**src/design/nsc_pkg.sv**
```systemverilog
// ----------------------------------------------------------------------------
// nsc_pkg
// Shared types and codes for the NMEA sentence checker.
// ----------------------------------------------------------------------------
`default_nettype none

package nsc_pkg;

    // default length limit of one sentence in bytes
    localparam int MAX_LENGTH_DEF = 128;

    // message type codes
    localparam logic [3:0] MSG_GGA     = 4'd0;
    localparam logic [3:0] MSG_GSA     = 4'd1;
    localparam logic [3:0] MSG_RMC     = 4'd2;
    localparam logic [3:0] MSG_GLL     = 4'd3;
    localparam logic [3:0] MSG_GSV     = 4'd4;
    localparam logic [3:0] MSG_VTG     = 4'd5;
    localparam logic [3:0] MSG_GRS     = 4'd6;
    localparam logic [3:0] MSG_TXT     = 4'd7;
    localparam logic [3:0] MSG_UNKNOWN = 4'd8;
    localparam logic [3:0] MSG_ERROR   = 4'd9;

    // talker class codes
    localparam logic [2:0] SYS_GN      = 3'd0;
    localparam logic [2:0] SYS_GP      = 3'd1;
    localparam logic [2:0] SYS_GL      = 3'd2;
    localparam logic [2:0] SYS_UNKNOWN = 3'd3;
    localparam logic [2:0] SYS_ERROR   = 3'd4;

    // input request payload
    typedef struct packed {
        logic [7:0] data_byte;
        logic       sentence_start;
    } in_item_t;

    // result request payload
    typedef struct packed {
        logic [3:0] message_type;
        logic [2:0] gnss_system;
        logic       checksum_ok;
        logic       length_error;
    } out_item_t;

    // result handed from the checking logic to the output register
    typedef struct packed {
        logic      valid;
        out_item_t data;
    } result_req_t;

endpackage

`default_nettype wire

```
**src/design/nsc_in_stage.sv**
```systemverilog
// ----------------------------------------------------------------------------
// nsc_in_stage
// Input register: holds one accepted byte until the checking logic takes it.
// ----------------------------------------------------------------------------
`default_nettype none

module nsc_in_stage (
    input  wire logic              clk,
    input  wire logic              rst_n,
    input  wire logic              in_valid,
    input  wire nsc_pkg::in_item_t in_data,
    output logic                   in_stall,
    input  wire logic              advance,
    output logic                   item_valid,
    output nsc_pkg::in_item_t      item
);

    logic              valid_reg;
    logic              valid_next;
    nsc_pkg::in_item_t data_reg;
    logic              accept;

    // stall only while a held byte is not consumed this cycle
    assign in_stall = valid_reg && !advance;
    assign accept   = in_valid && !in_stall;

    always_comb
    begin
        if (accept)
        begin
            valid_next = 1'b1;
        end
        else if (advance)
        begin
            valid_next = 1'b0;
        end
        else
        begin
            valid_next = valid_reg;
        end
    end

    // control register
    always_ff @(posedge clk or negedge rst_n)
    begin
        if (!rst_n)
        begin
            valid_reg <= 1'b0;
        end
        else
        begin
            valid_reg <= valid_next;
        end
    end

    // payload register
    always_ff @(posedge clk)
    begin
        if (accept)
        begin
            data_reg <= in_data;
        end
    end

    assign item_valid = valid_reg;
    assign item       = data_reg;

endmodule

`default_nettype wire

```
**src/design/nsc_check.sv**
```systemverilog
// ----------------------------------------------------------------------------
// nsc_check
// Sentence state, running xor, header capture, checksum decode and
// classification of the talker and message type.
// ----------------------------------------------------------------------------
`default_nettype none

module nsc_check #(
    parameter int MAX_LENGTH = nsc_pkg::MAX_LENGTH_DEF
) (
    input  wire logic              clk,
    input  wire logic              rst_n,
    input  wire logic              item_valid,
    input  wire nsc_pkg::in_item_t item,
    input  wire logic              out_free,
    output logic                   advance,
    output nsc_pkg::result_req_t   result
);

    localparam logic [1:0] PH_IDLE = 2'd0;
    localparam logic [1:0] PH_BODY = 2'd1;
    localparam logic [1:0] PH_CK1  = 2'd2;
    localparam logic [1:0] PH_CK2  = 2'd3;

    localparam logic [7:0] LEN_LIMIT = 8'(MAX_LENGTH - 1);
    localparam logic [7:0] POS_MAX   = 8'hFF;

    localparam logic [7:0] CH_STAR = 8'h2A;
    localparam logic [7:0] CH_ZERO = 8'd48;
    localparam logic [7:0] CH_G    = 8'h47;
    localparam logic [7:0] CH_N    = 8'h4E;
    localparam logic [7:0] CH_P    = 8'h50;
    localparam logic [7:0] CH_L    = 8'h4C;
    localparam logic [7:0] CH_R    = 8'h52;
    localparam logic [7:0] CH_M    = 8'h4D;
    localparam logic [7:0] CH_C    = 8'h43;
    localparam logic [7:0] CH_V    = 8'h56;
    localparam logic [7:0] CH_T    = 8'h54;
    localparam logic [7:0] CH_A    = 8'h41;
    localparam logic [7:0] CH_S    = 8'h53;
    localparam logic [7:0] CH_X    = 8'h58;

    // digit value (n / 17) * 10 + n % 17 with n = c - 48; n / 17 is
    // (n * 241) >> 12, exact for every 8-bit n
    function automatic logic [7:0] decode_digit(input logic [7:0] c);
        logic [7:0]  n;
        logic [15:0] prod;
        logic [3:0]  q;
        logic [7:0]  r;
        n    = c - CH_ZERO;
        prod = 16'(n) * 16'd241;
        q    = prod[15:12];
        r    = n - 8'(q) * 8'd17;
        return 8'(q) * 8'd10 + r;
    endfunction

    function automatic logic is3(input logic [4:0][7:0] h, input logic [7:0] a,
                                 input logic [7:0] b, input logic [7:0] c);
        return (h[2] == a) && (h[3] == b) && (h[4] == c);
    endfunction

    function automatic logic [3:0] classify_type(input logic [4:0][7:0] h);
        logic [3:0] t;
        if (is3(h, CH_G, CH_G, CH_A))      t = nsc_pkg::MSG_GGA;
        else if (is3(h, CH_G, CH_S, CH_A)) t = nsc_pkg::MSG_GSA;
        else if (is3(h, CH_R, CH_M, CH_C)) t = nsc_pkg::MSG_RMC;
        else if (is3(h, CH_G, CH_L, CH_L)) t = nsc_pkg::MSG_GLL;
        else if (is3(h, CH_G, CH_S, CH_V)) t = nsc_pkg::MSG_GSV;
        else if (is3(h, CH_V, CH_T, CH_G)) t = nsc_pkg::MSG_VTG;
        else if (is3(h, CH_G, CH_R, CH_S)) t = nsc_pkg::MSG_GRS;
        else if (is3(h, CH_T, CH_X, CH_T)) t = nsc_pkg::MSG_TXT;
        else                               t = nsc_pkg::MSG_UNKNOWN;
        return t;
    endfunction

    function automatic logic [2:0] classify_system(input logic [4:0][7:0] h);
        logic [2:0] s;
        if (h[0] != CH_G)      s = nsc_pkg::SYS_UNKNOWN;
        else if (h[1] == CH_N) s = nsc_pkg::SYS_GN;
        else if (h[1] == CH_P) s = nsc_pkg::SYS_GP;
        else if (h[1] == CH_L) s = nsc_pkg::SYS_GL;
        else                   s = nsc_pkg::SYS_UNKNOWN;
        return s;
    endfunction

    logic [1:0]      phase_reg, phase_next;
    logic [7:0]      pos_reg, pos_next;
    logic [7:0]      xor_reg, xor_next;
    logic [4:0][7:0] hdr_reg, hdr_next;
    logic [7:0]      high_reg, high_next;
    logic [7:0]      pos_inc;
    logic [7:0]      digit;
    logic [7:0]      rec;

    assign advance = item_valid && out_free;
    assign pos_inc = (pos_reg == POS_MAX) ? pos_reg : pos_reg + 8'd1;
    assign digit   = decode_digit(item.data_byte);
    assign rec     = high_reg | digit;

    // next state and result for the byte being consumed
    always_comb
    begin
        phase_next  = phase_reg;
        pos_next    = pos_reg;
        xor_next    = xor_reg;
        hdr_next    = hdr_reg;
        high_next   = high_reg;
        result      = '0;
        result.data.message_type = nsc_pkg::MSG_ERROR;
        result.data.gnss_system  = nsc_pkg::SYS_ERROR;
        if (advance)
        begin
            if (item.sentence_start)
            begin
                phase_next = PH_BODY;
                pos_next   = 8'd0;
                xor_next   = 8'd0;
                hdr_next   = '0;
                high_next  = 8'd0;
            end
            else if (phase_reg != PH_IDLE)
            begin
                pos_next = pos_inc;
                // keep header bytes at positions one to five
                if (pos_inc >= 8'd1 && pos_inc <= 8'd5)
                begin
                    hdr_next[3'(pos_inc - 8'd1)] = item.data_byte;
                end
                case (phase_reg)
                    PH_BODY:
                    begin
                        if (item.data_byte == CH_STAR)
                        begin
                            phase_next = PH_CK1;
                        end
                        else
                        begin
                            xor_next = xor_reg ^ item.data_byte;
                            if (pos_inc >= LEN_LIMIT)
                            begin
                                phase_next               = PH_IDLE;
                                result.valid             = 1'b1;
                                result.data.length_error = 1'b1;
                            end
                        end
                    end
                    PH_CK1:
                    begin
                        high_next  = {digit[3:0], 4'b0000};
                        phase_next = PH_CK2;
                    end
                    default:
                    begin
                        phase_next   = PH_IDLE;
                        result.valid = 1'b1;
                        if (rec == xor_reg)
                        begin
                            result.data.message_type = classify_type(hdr_next);
                            result.data.gnss_system  = classify_system(hdr_next);
                            result.data.checksum_ok  = 1'b1;
                        end
                    end
                endcase
            end
        end
    end

    // sentence state
    always_ff @(posedge clk or negedge rst_n)
    begin
        if (!rst_n)
        begin
            phase_reg <= PH_IDLE;
            pos_reg   <= 8'd0;
            xor_reg   <= 8'd0;
            hdr_reg   <= '0;
            high_reg  <= 8'd0;
        end
        else
        begin
            phase_reg <= phase_next;
            pos_reg   <= pos_next;
            xor_reg   <= xor_next;
            hdr_reg   <= hdr_next;
            high_reg  <= high_next;
        end
    end

endmodule

`default_nettype wire

```
**src/design/nsc_out_stage.sv**
```systemverilog
// ----------------------------------------------------------------------------
// nsc_out_stage
// Result register toward the downstream side.
// ----------------------------------------------------------------------------
`default_nettype none

module nsc_out_stage (
    input  wire logic                 clk,
    input  wire logic                 rst_n,
    input  wire nsc_pkg::result_req_t result,
    output logic                      out_free,
    output logic                      out_valid,
    input  wire logic                 out_stall,
    output nsc_pkg::out_item_t        out_data
);

    logic               valid_reg;
    logic               valid_next;
    nsc_pkg::out_item_t data_reg;

    // register can take a new result when empty or being drained
    assign out_free   = !valid_reg || !out_stall;
    assign valid_next = out_free ? result.valid : valid_reg;

    always_ff @(posedge clk or negedge rst_n)
    begin
        if (!rst_n)
        begin
            valid_reg <= 1'b0;
        end
        else
        begin
            valid_reg <= valid_next;
        end
    end

    // payload register
    always_ff @(posedge clk)
    begin
        if (out_free && result.valid)
        begin
            data_reg <= result.data;
        end
    end

    assign out_valid = valid_reg;
    assign out_data  = data_reg;

endmodule

`default_nettype wire

```
**src/design/nmea_sentence_checker_core.sv**
```systemverilog
// ----------------------------------------------------------------------------
// nmea_sentence_checker_core
// NMEA 0183 sentence checker: running xor checksum, header capture and
// talker / message type classification, one byte per cycle when not stalled.
// ----------------------------------------------------------------------------
//  channel  signals                        direction  payload
//  in       in_valid / in_stall / in_data  into core  data_byte, sentence_start
//  out      out_valid / out_stall / out_data  out     message_type, gnss_system,
//                                                     checksum_ok, length_error
//
//  One byte per cycle while the result side is not stalled; each accepted
//  byte is held in the input register, then its result in the result register.
//  Reset clears the sentence state to idle and empties both registers.
//  A stalled result register holds the byte in the input register, which then
//  stalls the input side; a new byte is taken in the same cycle the held byte
//  moves on.
// ----------------------------------------------------------------------------
`default_nettype none

module nmea_sentence_checker_core #(
    parameter int MAX_LENGTH = nsc_pkg::MAX_LENGTH_DEF
) (
    input  wire logic               clk,
    input  wire logic               rst_n,
    input  wire logic               in_valid,
    output logic                    in_stall,
    input  wire nsc_pkg::in_item_t  in_data,
    output logic                    out_valid,
    input  wire logic               out_stall,
    output nsc_pkg::out_item_t      out_data
);

    logic                 item_valid;
    nsc_pkg::in_item_t    item;
    logic                 advance;
    logic                 out_free;
    nsc_pkg::result_req_t result;

    // input register
    nsc_in_stage u_in (
        .clk        (clk),
        .rst_n      (rst_n),
        .in_valid   (in_valid),
        .in_data    (in_data),
        .in_stall   (in_stall),
        .advance    (advance),
        .item_valid (item_valid),
        .item       (item)
    );

    // sentence checking logic
    nsc_check #(
        .MAX_LENGTH (MAX_LENGTH)
    ) u_check (
        .clk        (clk),
        .rst_n      (rst_n),
        .item_valid (item_valid),
        .item       (item),
        .out_free   (out_free),
        .advance    (advance),
        .result     (result)
    );

    // result register
    nsc_out_stage u_out (
        .clk       (clk),
        .rst_n     (rst_n),
        .result    (result),
        .out_free  (out_free),
        .out_valid (out_valid),
        .out_stall (out_stall),
        .out_data  (out_data)
    );

`ifndef SYNTHESIS
    // a length error always carries the error codes
    a_len_err_codes: assert property (@(posedge clk) disable iff (!rst_n)
        out_valid && out_data.length_error |->
            out_data.message_type == nsc_pkg::MSG_ERROR &&
            out_data.gnss_system == nsc_pkg::SYS_ERROR && !out_data.checksum_ok)
        else $error("length error result without error codes");

    // checksum flag agrees with the error code of the message type
    a_ck_consistent: assert property (@(posedge clk) disable iff (!rst_n)
        out_valid |-> out_data.checksum_ok == (out_data.message_type != nsc_pkg::MSG_ERROR))
        else $error("checksum flag and message type disagree");

    // input stalls only while a byte is held and the result side is blocked
    a_stall_cause: assert property (@(posedge clk) disable iff (!rst_n)
        in_stall |-> item_valid && out_valid && out_stall)
        else $error("input stalled without a blocked result");
`endif

endmodule

`default_nettype wire
```
**config.mk**
```make
export PLATFORM = sky130hd
export DESIGN_NAME = nmea_sentence_checker_core
export DESIGN_NICKNAME = d
export VERILOG_FILES = /design/src/design/nsc_pkg.sv /design/src/design/nsc_in_stage.sv /design/src/design/nsc_check.sv /design/src/design/nsc_out_stage.sv /design/src/design/nmea_sentence_checker_core.sv
export SDC_FILE = /design/constraint.sdc
export NUM_CORES = 1
export LEC_CHECK = 0
export BUFFER_PORTS_ARGS = -buffer_cell sky130_fd_sc_hd__buf_2
export CAP_MARGIN = 5
export CORE_ASPECT_RATIO = 0.7
export CORE_UTILIZATION = 40
export CTS_CLUSTER_SIZE = 20
export DETAILED_ROUTE_END_ITERATION = 8
export GPL_TIMING_DRIVEN = 1
export MAX_ROUTING_LAYER = met4
export PLACE_DENSITY = 0.61
export SYNTH_ARGS = -nofsm -noshare
export SYNTH_HDL_FRONTEND = slang
export SYNTH_SLANG_ARGS = --single-unit
export TNS_END_PERCENT = 20
```
**constraint.sdc**
```tcl
create_clock -name clk -period 13.13 [get_ports clk]
set_input_delay 1.313 -clock clk [delete_from_list [all_inputs] [get_ports clk]]
set_output_delay 1.313 -clock clk [all_outputs]
set_load 0.005 [all_outputs]
```
# ---- Word level (Yosys, flattened, before mapping)
# Index checks and enable logic that the tools add are counted.
dict set report totals {
  word_cells 155
  ff_bits 86
  input_bits 13
  out_inout_bits 11
}
dict set report classes {
  mux 47
  addsub 5
  eq_ne 29
  n_mul 3
  reduce_logical 41
  n_lt_le_gt_ge 5
  bitwise 6
}
# op count
set op_table {}
lappend op_table {{2-to-1 mux 40 bit} 6}
lappend op_table {{equality test 8 x 7 -> 1 bit, second input constant} 21}
lappend op_table {{2-to-1 mux 8 bit} 13}
lappend op_table {{bitwise mux 40 bit} 1}
lappend op_table {{2-to-1 mux 4 bit} 8}
lappend op_table {{2-to-1 mux 10 bit} 3}
lappend op_table {{demux 8 bit (select 3 bit)} 1}
lappend op_table {{logical AND 1 bit} 21}
lappend op_table {{multiplier 8 x 8 -> 16 bit, second input constant} 1}
lappend op_table {{2-to-1 mux 2 bit} 5}
lappend op_table {{nonzero test 2 bit} 5}
lappend op_table {{OR reduction 10 bit} 1}
lappend op_table {{adder 8 x 1 -> 8 bit, second input constant} 1}
lappend op_table {{adder 8 bit} 1}
lappend op_table {{equality test 8 x 6 -> 1 bit, second input constant} 1}
lappend op_table {{equality test 8 bit} 1}
lappend op_table {{equality test 8 bit, second input constant} 1}
lappend op_table {{>= comparator 8 x 1 -> 1 bit, second input constant} 1}
lappend op_table {{>= comparator 8 x 7 -> 1 bit, second input constant} 1}
lappend op_table {{less-or-equal comparator 8 x 3 -> 1 bit, second input constant} 1}
lappend op_table {{multiplier 4 x 5 -> 8 bit, second input constant} 1}
lappend op_table {{inequality test 8 x 7 -> 1 bit, second input constant} 1}
lappend op_table {{OR 8 bit} 1}
lappend op_table {{OR reduction 8 bit} 1}
lappend op_table {{25 further kinds} 38}

# ---- Longest topological paths before layout
dict set report logic_depth {
  word_depth 29
  depth_mapped 30
  mapped_depth_nobuf 30
}

# ---- Cells and area by module
# A second synthesis with hierarchy kept.
dict set report hier_totals {
  cells_unflattened 667
  hier_area_um2 6596.3
}
# mod area_per_inst_um2 cells_each n_inst
set modules_own_cells {}
lappend modules_own_cells {nsc_check 5950.7 640 1}
lappend modules_own_cells {nsc_in_stage 327.8 14 1}
lappend modules_own_cells {nsc_out_stage 317.8 13 1}

# ---- Least setup slack after synthesis
# Ideal clock, no wire load.
dict set report synth_path {
  kind {register -> register}
  startpoint {register u_in.data_reg (netlist bit u_in.item[5])}
  endpoint {register u_out.data_reg (netlist bit u_out.out_data[8]), data pin}
  period_less_slack_ps 7832
  setup_slack_ps 5298
  n_path_buf 0
  t_arrival_ps 7534
  setup_time_ps 297
  required_time_ps 12833
  stages_incl_launch_ff 29
  cell_sequence {edfxtp_1 -> ha_1 -> xnor2_1 -> inv_1 -> fa_1 -> inv_1 -> ha_1 -> ha_1 -> ha_1 -> a21o_1 -> a21oi_1 -> o21ai_0 -> a21o_1 -> a21oi_1 -> xnor2_1 -> ha_1 -> ha_1 -> fa_1 -> xnor2_1 -> ha_1 -> ha_1 -> fa_1 -> inv_1 -> ha_1 -> or3_1 -> a21oi_1 -> xnor2_1 -> nor4b_1 -> o311ai_1}
}
dict set report synth_via {
  elab_chain_len 16
  word_cells_on_any_way 56
  classes_between {3 x add/sub; 3 x mul; 19 x eq/ne; 13 x mux; 2 x bitwise; 16 x reduce/logical}
}
# element line_no
set synth_lines {}
lappend synth_lines {{from (decl)} nsc_in_stage.sv:20} ;# nsc_pkg::in_item_t data_reg;
lappend synth_lines {{from (signal assigned)} nsc_in_stage.sv:61} ;# data_reg <= in_data;
lappend synth_lines {{parallel branches: the longest is 16 deep, another holds multiplier 8 x 8 -> 16 bit} -}
lappend synth_lines {{to (signal assigned)} nsc_out_stage.sv:42} ;# data_reg <= result.data;
lappend synth_lines {{to (decl)} nsc_out_stage.sv:19} ;# nsc_pkg::out_item_t data_reg;
# Parallel ways; which one is timed is not known. The select of a mux whose other input is x is not followed.
# A chain may end at the register's enable or synchronous reset.

# ---- Final worst setup path
# Same ends and word-level chain as after synthesis.

==> metrics.log <==
INFO  metric number_of_flip_flops_in_the_largest_register = 40
INFO  metric maxSlewViolCount = 0
INFO  metric regToRegEndpoint = u_out.out_data[8]
INFO  metric global_route.overflow_total = 0
INFO  metric detail_route.wirelength = around 16,000 um
INFO  metric avgRoutedWirePerCell = 18.8 um
INFO  metric whs = approximately 0.5 ns
INFO  metric grt_antenna_before_repair = 0
INFO  metric postCtsSetupBuffers = 0
INFO  metric edff_count_synth = 18
INFO  metric drt.antenna.violating_nets = 0
INFO  metric critPathCaptureType = register
INFO  metric postCtsResizedCells = 0
INFO  metric die_area = 0.0162 mm2
INFO  metric via_per_inst = 5.81
INFO  metric fmax = approximately 110 MHz
INFO  metric worstHoldPathType = register to register
INFO  metric worst-path-max-fanout = 18
INFO  metric flop_and_latch_count_out_of_synthesis = between 80 and 90
INFO  metric drt_pass1_iterations = 6
INFO  metric clkSlewWorstSetupHoldPaths = roughly 0.06 ns
INFO  metric finalCritPeriodShare = between 60% and 70%
INFO  metric critPathRequiredTime = roughly 13 ns
INFO  metric worst_skew_pair.late_latency = 0.35 ns
INFO  metric htree_levels = 3
INFO  metric detailed_router_s_first_iteration_violation_count = between 300 and 400
INFO  metric grt_max_degree = 65
INFO  metric synth_largest_type_area_fraction = 25.5%
INFO  metric outcome = finished, final reports clean
INFO  metric wire_length_of_the_first_global_routing_pass = around 27,000 um
INFO  metric cp_slowest_stage_delay = around 0.85 ns
INFO  metric ioPinCount = 24
INFO  metric vias = 5,025
INFO  metric fin_nets = 758
INFO  metric gp_routability_congestion = ~0.94
INFO  metric synthDominantAreaCellType = sky130_fd_sc_hd__dfrtp_1
INFO  metric core_region_area = 0.0150 mm2
INFO  metric regToRegSetupSlack = 4.18 ns
INFO  metric initial_core_util = between 40% and 50%
INFO  metric cts_max_path_buffers = 2
INFO  metric sequential_share_of_the_synthesized_area = 34.1%
INFO  metric cp-start-kind = register
INFO  metric ys_top_cells_by_area = sky130_fd_sc_hd__dfrtp_1, sky130_fd_sc_hd__ha_1, sky130_fd_sc_hd__edfxtp_1, sky130_fd_sc_hd__a22o_1, sky130_fd_sc_hd__fa_1
INFO  metric cts_hold_buffers = 0
INFO  metric ys_warn_count = 0
INFO  metric timing_worst_slew_pin_value = roughly 1.2 ns
INFO  metric post_synthesis_net_count = between 700 and 800
INFO  metric post_synth_and_or_nand_nor_area_fraction = between 15 and 20%
INFO  metric hold_path.startpoint = u_check.hdr_reg[11]
INFO  metric floorplan.die.height = 107 um
INFO  metric cts.sink_count = ~80
INFO  metric hpwl = ~12,000 um
INFO  metric diodes = 0
INFO  metric endpoint_of_the_worst_hold_path = u_check.hdr_reg[11]
INFO  metric timing.critical_path.slowest_stage_cell = sky130_fd_sc_hd__nor4b_1
INFO  metric final_hold_viol_count = 0
INFO  metric synth_compound_area_share = roughly 16%
INFO  metric syn_inst = ~650
INFO  metric path_delay_family = adder cells
INFO  metric relSlewSlack = around a fifth
INFO  metric worst_path_most_repeated_cell = sky130_fd_sc_hd__ha_1
INFO  metric grt_pass1_vias = roughly 5,000
INFO  metric row_count = 37
INFO  metric gr-usage-all-layers = 22.3%
INFO  metric main_combinational_cell_family_by_area_after_synthesis = simple AND/OR/NAND/NOR gates
INFO  metric synth-xor-area-share = slightly above 6%
INFO  metric ys_types = 68
INFO  metric timing.setup.critical_path_class = register to register
INFO  metric grt_setup_unrepaired = no
INFO  metric synth_area = roughly 0.0063 mm2
INFO  metric setup_violations = 0
INFO  metric ys_async_sr_fraction = between 70% and 80%
INFO  metric synth_mux_area_share = ~2.7%
INFO  metric timing.max_cap.violations = 0
INFO  metric placement.io_buffers = 23
INFO  metric ctsRootBufferMaster = sky130_fd_sc_hd__clkbuf_16
INFO  metric hold-path-cell-count = 2
INFO  metric clock_skew = 0.00676 ns
INFO  metric cts_tree = yes
INFO  metric fill_cells = about 1,400
INFO  metric average_footprint_of_a_synthesized_cell = roughly 9.6 um2
INFO  metric drc_errors = 0
INFO  metric layout_min_cycle_time = 8.95 ns
INFO  metric final_layout_size_suffix_gt1_share = 8.96%
INFO  metric crit_path_dat = ~9 ns
INFO  metric synth_flop_cell = sky130_fd_sc_hd__dfrtp_1
INFO  metric r2r_cells = 27
INFO  metric dieWidth = between 150 and 200 um
INFO  metric ff_to_ff_start = u_in.item[5]
INFO  metric cp_num_buf_inv = 3
INFO  metric synth-adder-area-share = between 10% and 20%
INFO  metric totalNegativeSetupSlack = 0 ns
INFO  metric cts_inserted_buffers = 9
INFO  metric areaGrowthSynthToFinish = 9.46%
how the worst max path moves through the flow:
stage	cells past startpoint	from	slack [ns]	end
2_1_floorplan	28	u_in.item[5]	5.30	u_out.out_data[8]
3_3_place_gp	28	u_in.item[5]	4.50	u_out.out_data[8]
3_5_place_dp	27	u_in.item[5]	4.10	u_out.out_data[8]
4_1_cts	27	u_in.item[5]	4.10	u_out.out_data[8]
5_1_grt	27	u_in.item[5]	3.54	u_out.out_data[8]
6_report	27	u_in.item[5]	4.18	u_out.out_data[8]
kinds of logic after synthesis:
logic type | Yosys count
adder cells (fa/ha/maj) | 80
AO/OA/AOI/OAI | 141
XOR/XNOR | 44
flip-flops | 82
multiplexers | 16
AND/OR/NAND/NOR | 213
buffers and inverters | 77
worst min-delay path, stage by stage (launching register included):
cell	delay, ns
sky130_fd_sc_hd__dfrtp_1	0.34
sky130_fd_sc_hd__nand2_1	0.05
sky130_fd_sc_hd__o21ai_0	0.06
cells in the mapped netlist, drive strengths merged, types with 17 or more instances:
cell	number
clkbuf	17
nor2	49
xnor2	28
edfxtp	18
dfrtp	64
nand3	22
o21ai	32
ha	64
a22o	37
a21oi	23
inv	51
nand2	48
cells in the final DEF (no fill, tap or decap), types with 5 or more instances in the layout:
cell	instances
sky130_fd_sc_hd__nor3b_1	8
sky130_fd_sc_hd__edfxtp_1	18
sky130_fd_sc_hd__fa_1	16
sky130_fd_sc_hd__nand4_1	12
sky130_fd_sc_hd__nor2b_1	7
sky130_fd_sc_hd__inv_1	51
sky130_fd_sc_hd__nand2_1	48
sky130_fd_sc_hd__or3_1	5
sky130_fd_sc_hd__nand3_1	20
sky130_fd_sc_hd__a22o_1	37
sky130_fd_sc_hd__clkbuf_16	9
sky130_fd_sc_hd__and3_1	14
sky130_fd_sc_hd__xnor2_1	28
sky130_fd_sc_hd__ha_1	64
sky130_fd_sc_hd__nor3_1	13
sky130_fd_sc_hd__o21ai_0	29
sky130_fd_sc_hd__or2_2	5
sky130_fd_sc_hd__xor2_1	16
sky130_fd_sc_hd__nor2_1	49
sky130_fd_sc_hd__buf_2	23
sky130_fd_sc_hd__a21oi_1	23
sky130_fd_sc_hd__a21o_1	6
sky130_fd_sc_hd__mux2i_1	12
sky130_fd_sc_hd__a31oi_1	7
sky130_fd_sc_hd__dfrtp_1	64
metal layers:
metal | routed length, um | vias to the layer above | part of all wire [%] | global-route usage [%]
met5 | 0 | - | 0 | -
met4 | 170 | 0 | 1.0 | 5.66
met3 | 966 | 22 | 5.9 | 4.47
met2 | 6670 | 160 | 41 | 30.6
met1 | 8500 | 2451 | 52 | 33.1
li1 | - | 2392 | - | -
final cells by class:
cell class	count	area, um2	share of cell area (%)
repair buffers	27	145	2.11
clock inverters	7	93.8	1.36
multi-input cells	494	3830	55.8
well taps	195	244	3.55
inverters	51	191	2.78
flip-flops and latches	82	2140	31.2
clock buffers	9	225	3.28
through the flow:
step	utilization [%]	cells	cell area (um2)	setup slack (ns)
after CTS	45.8	865	6880	4.10
after floorplan	-	653	6280	5.30
final	45.8	865	6880	4.18
after global placement	43.7	849	6560	4.50
after global routing	45.8	865	6880	3.54
after detailed placement	43.7	849	6560	4.10
Power is left out: the tool's default activity adds up to more than one toggle a clock period on the data nets, which glitch-free logic cannot reach.
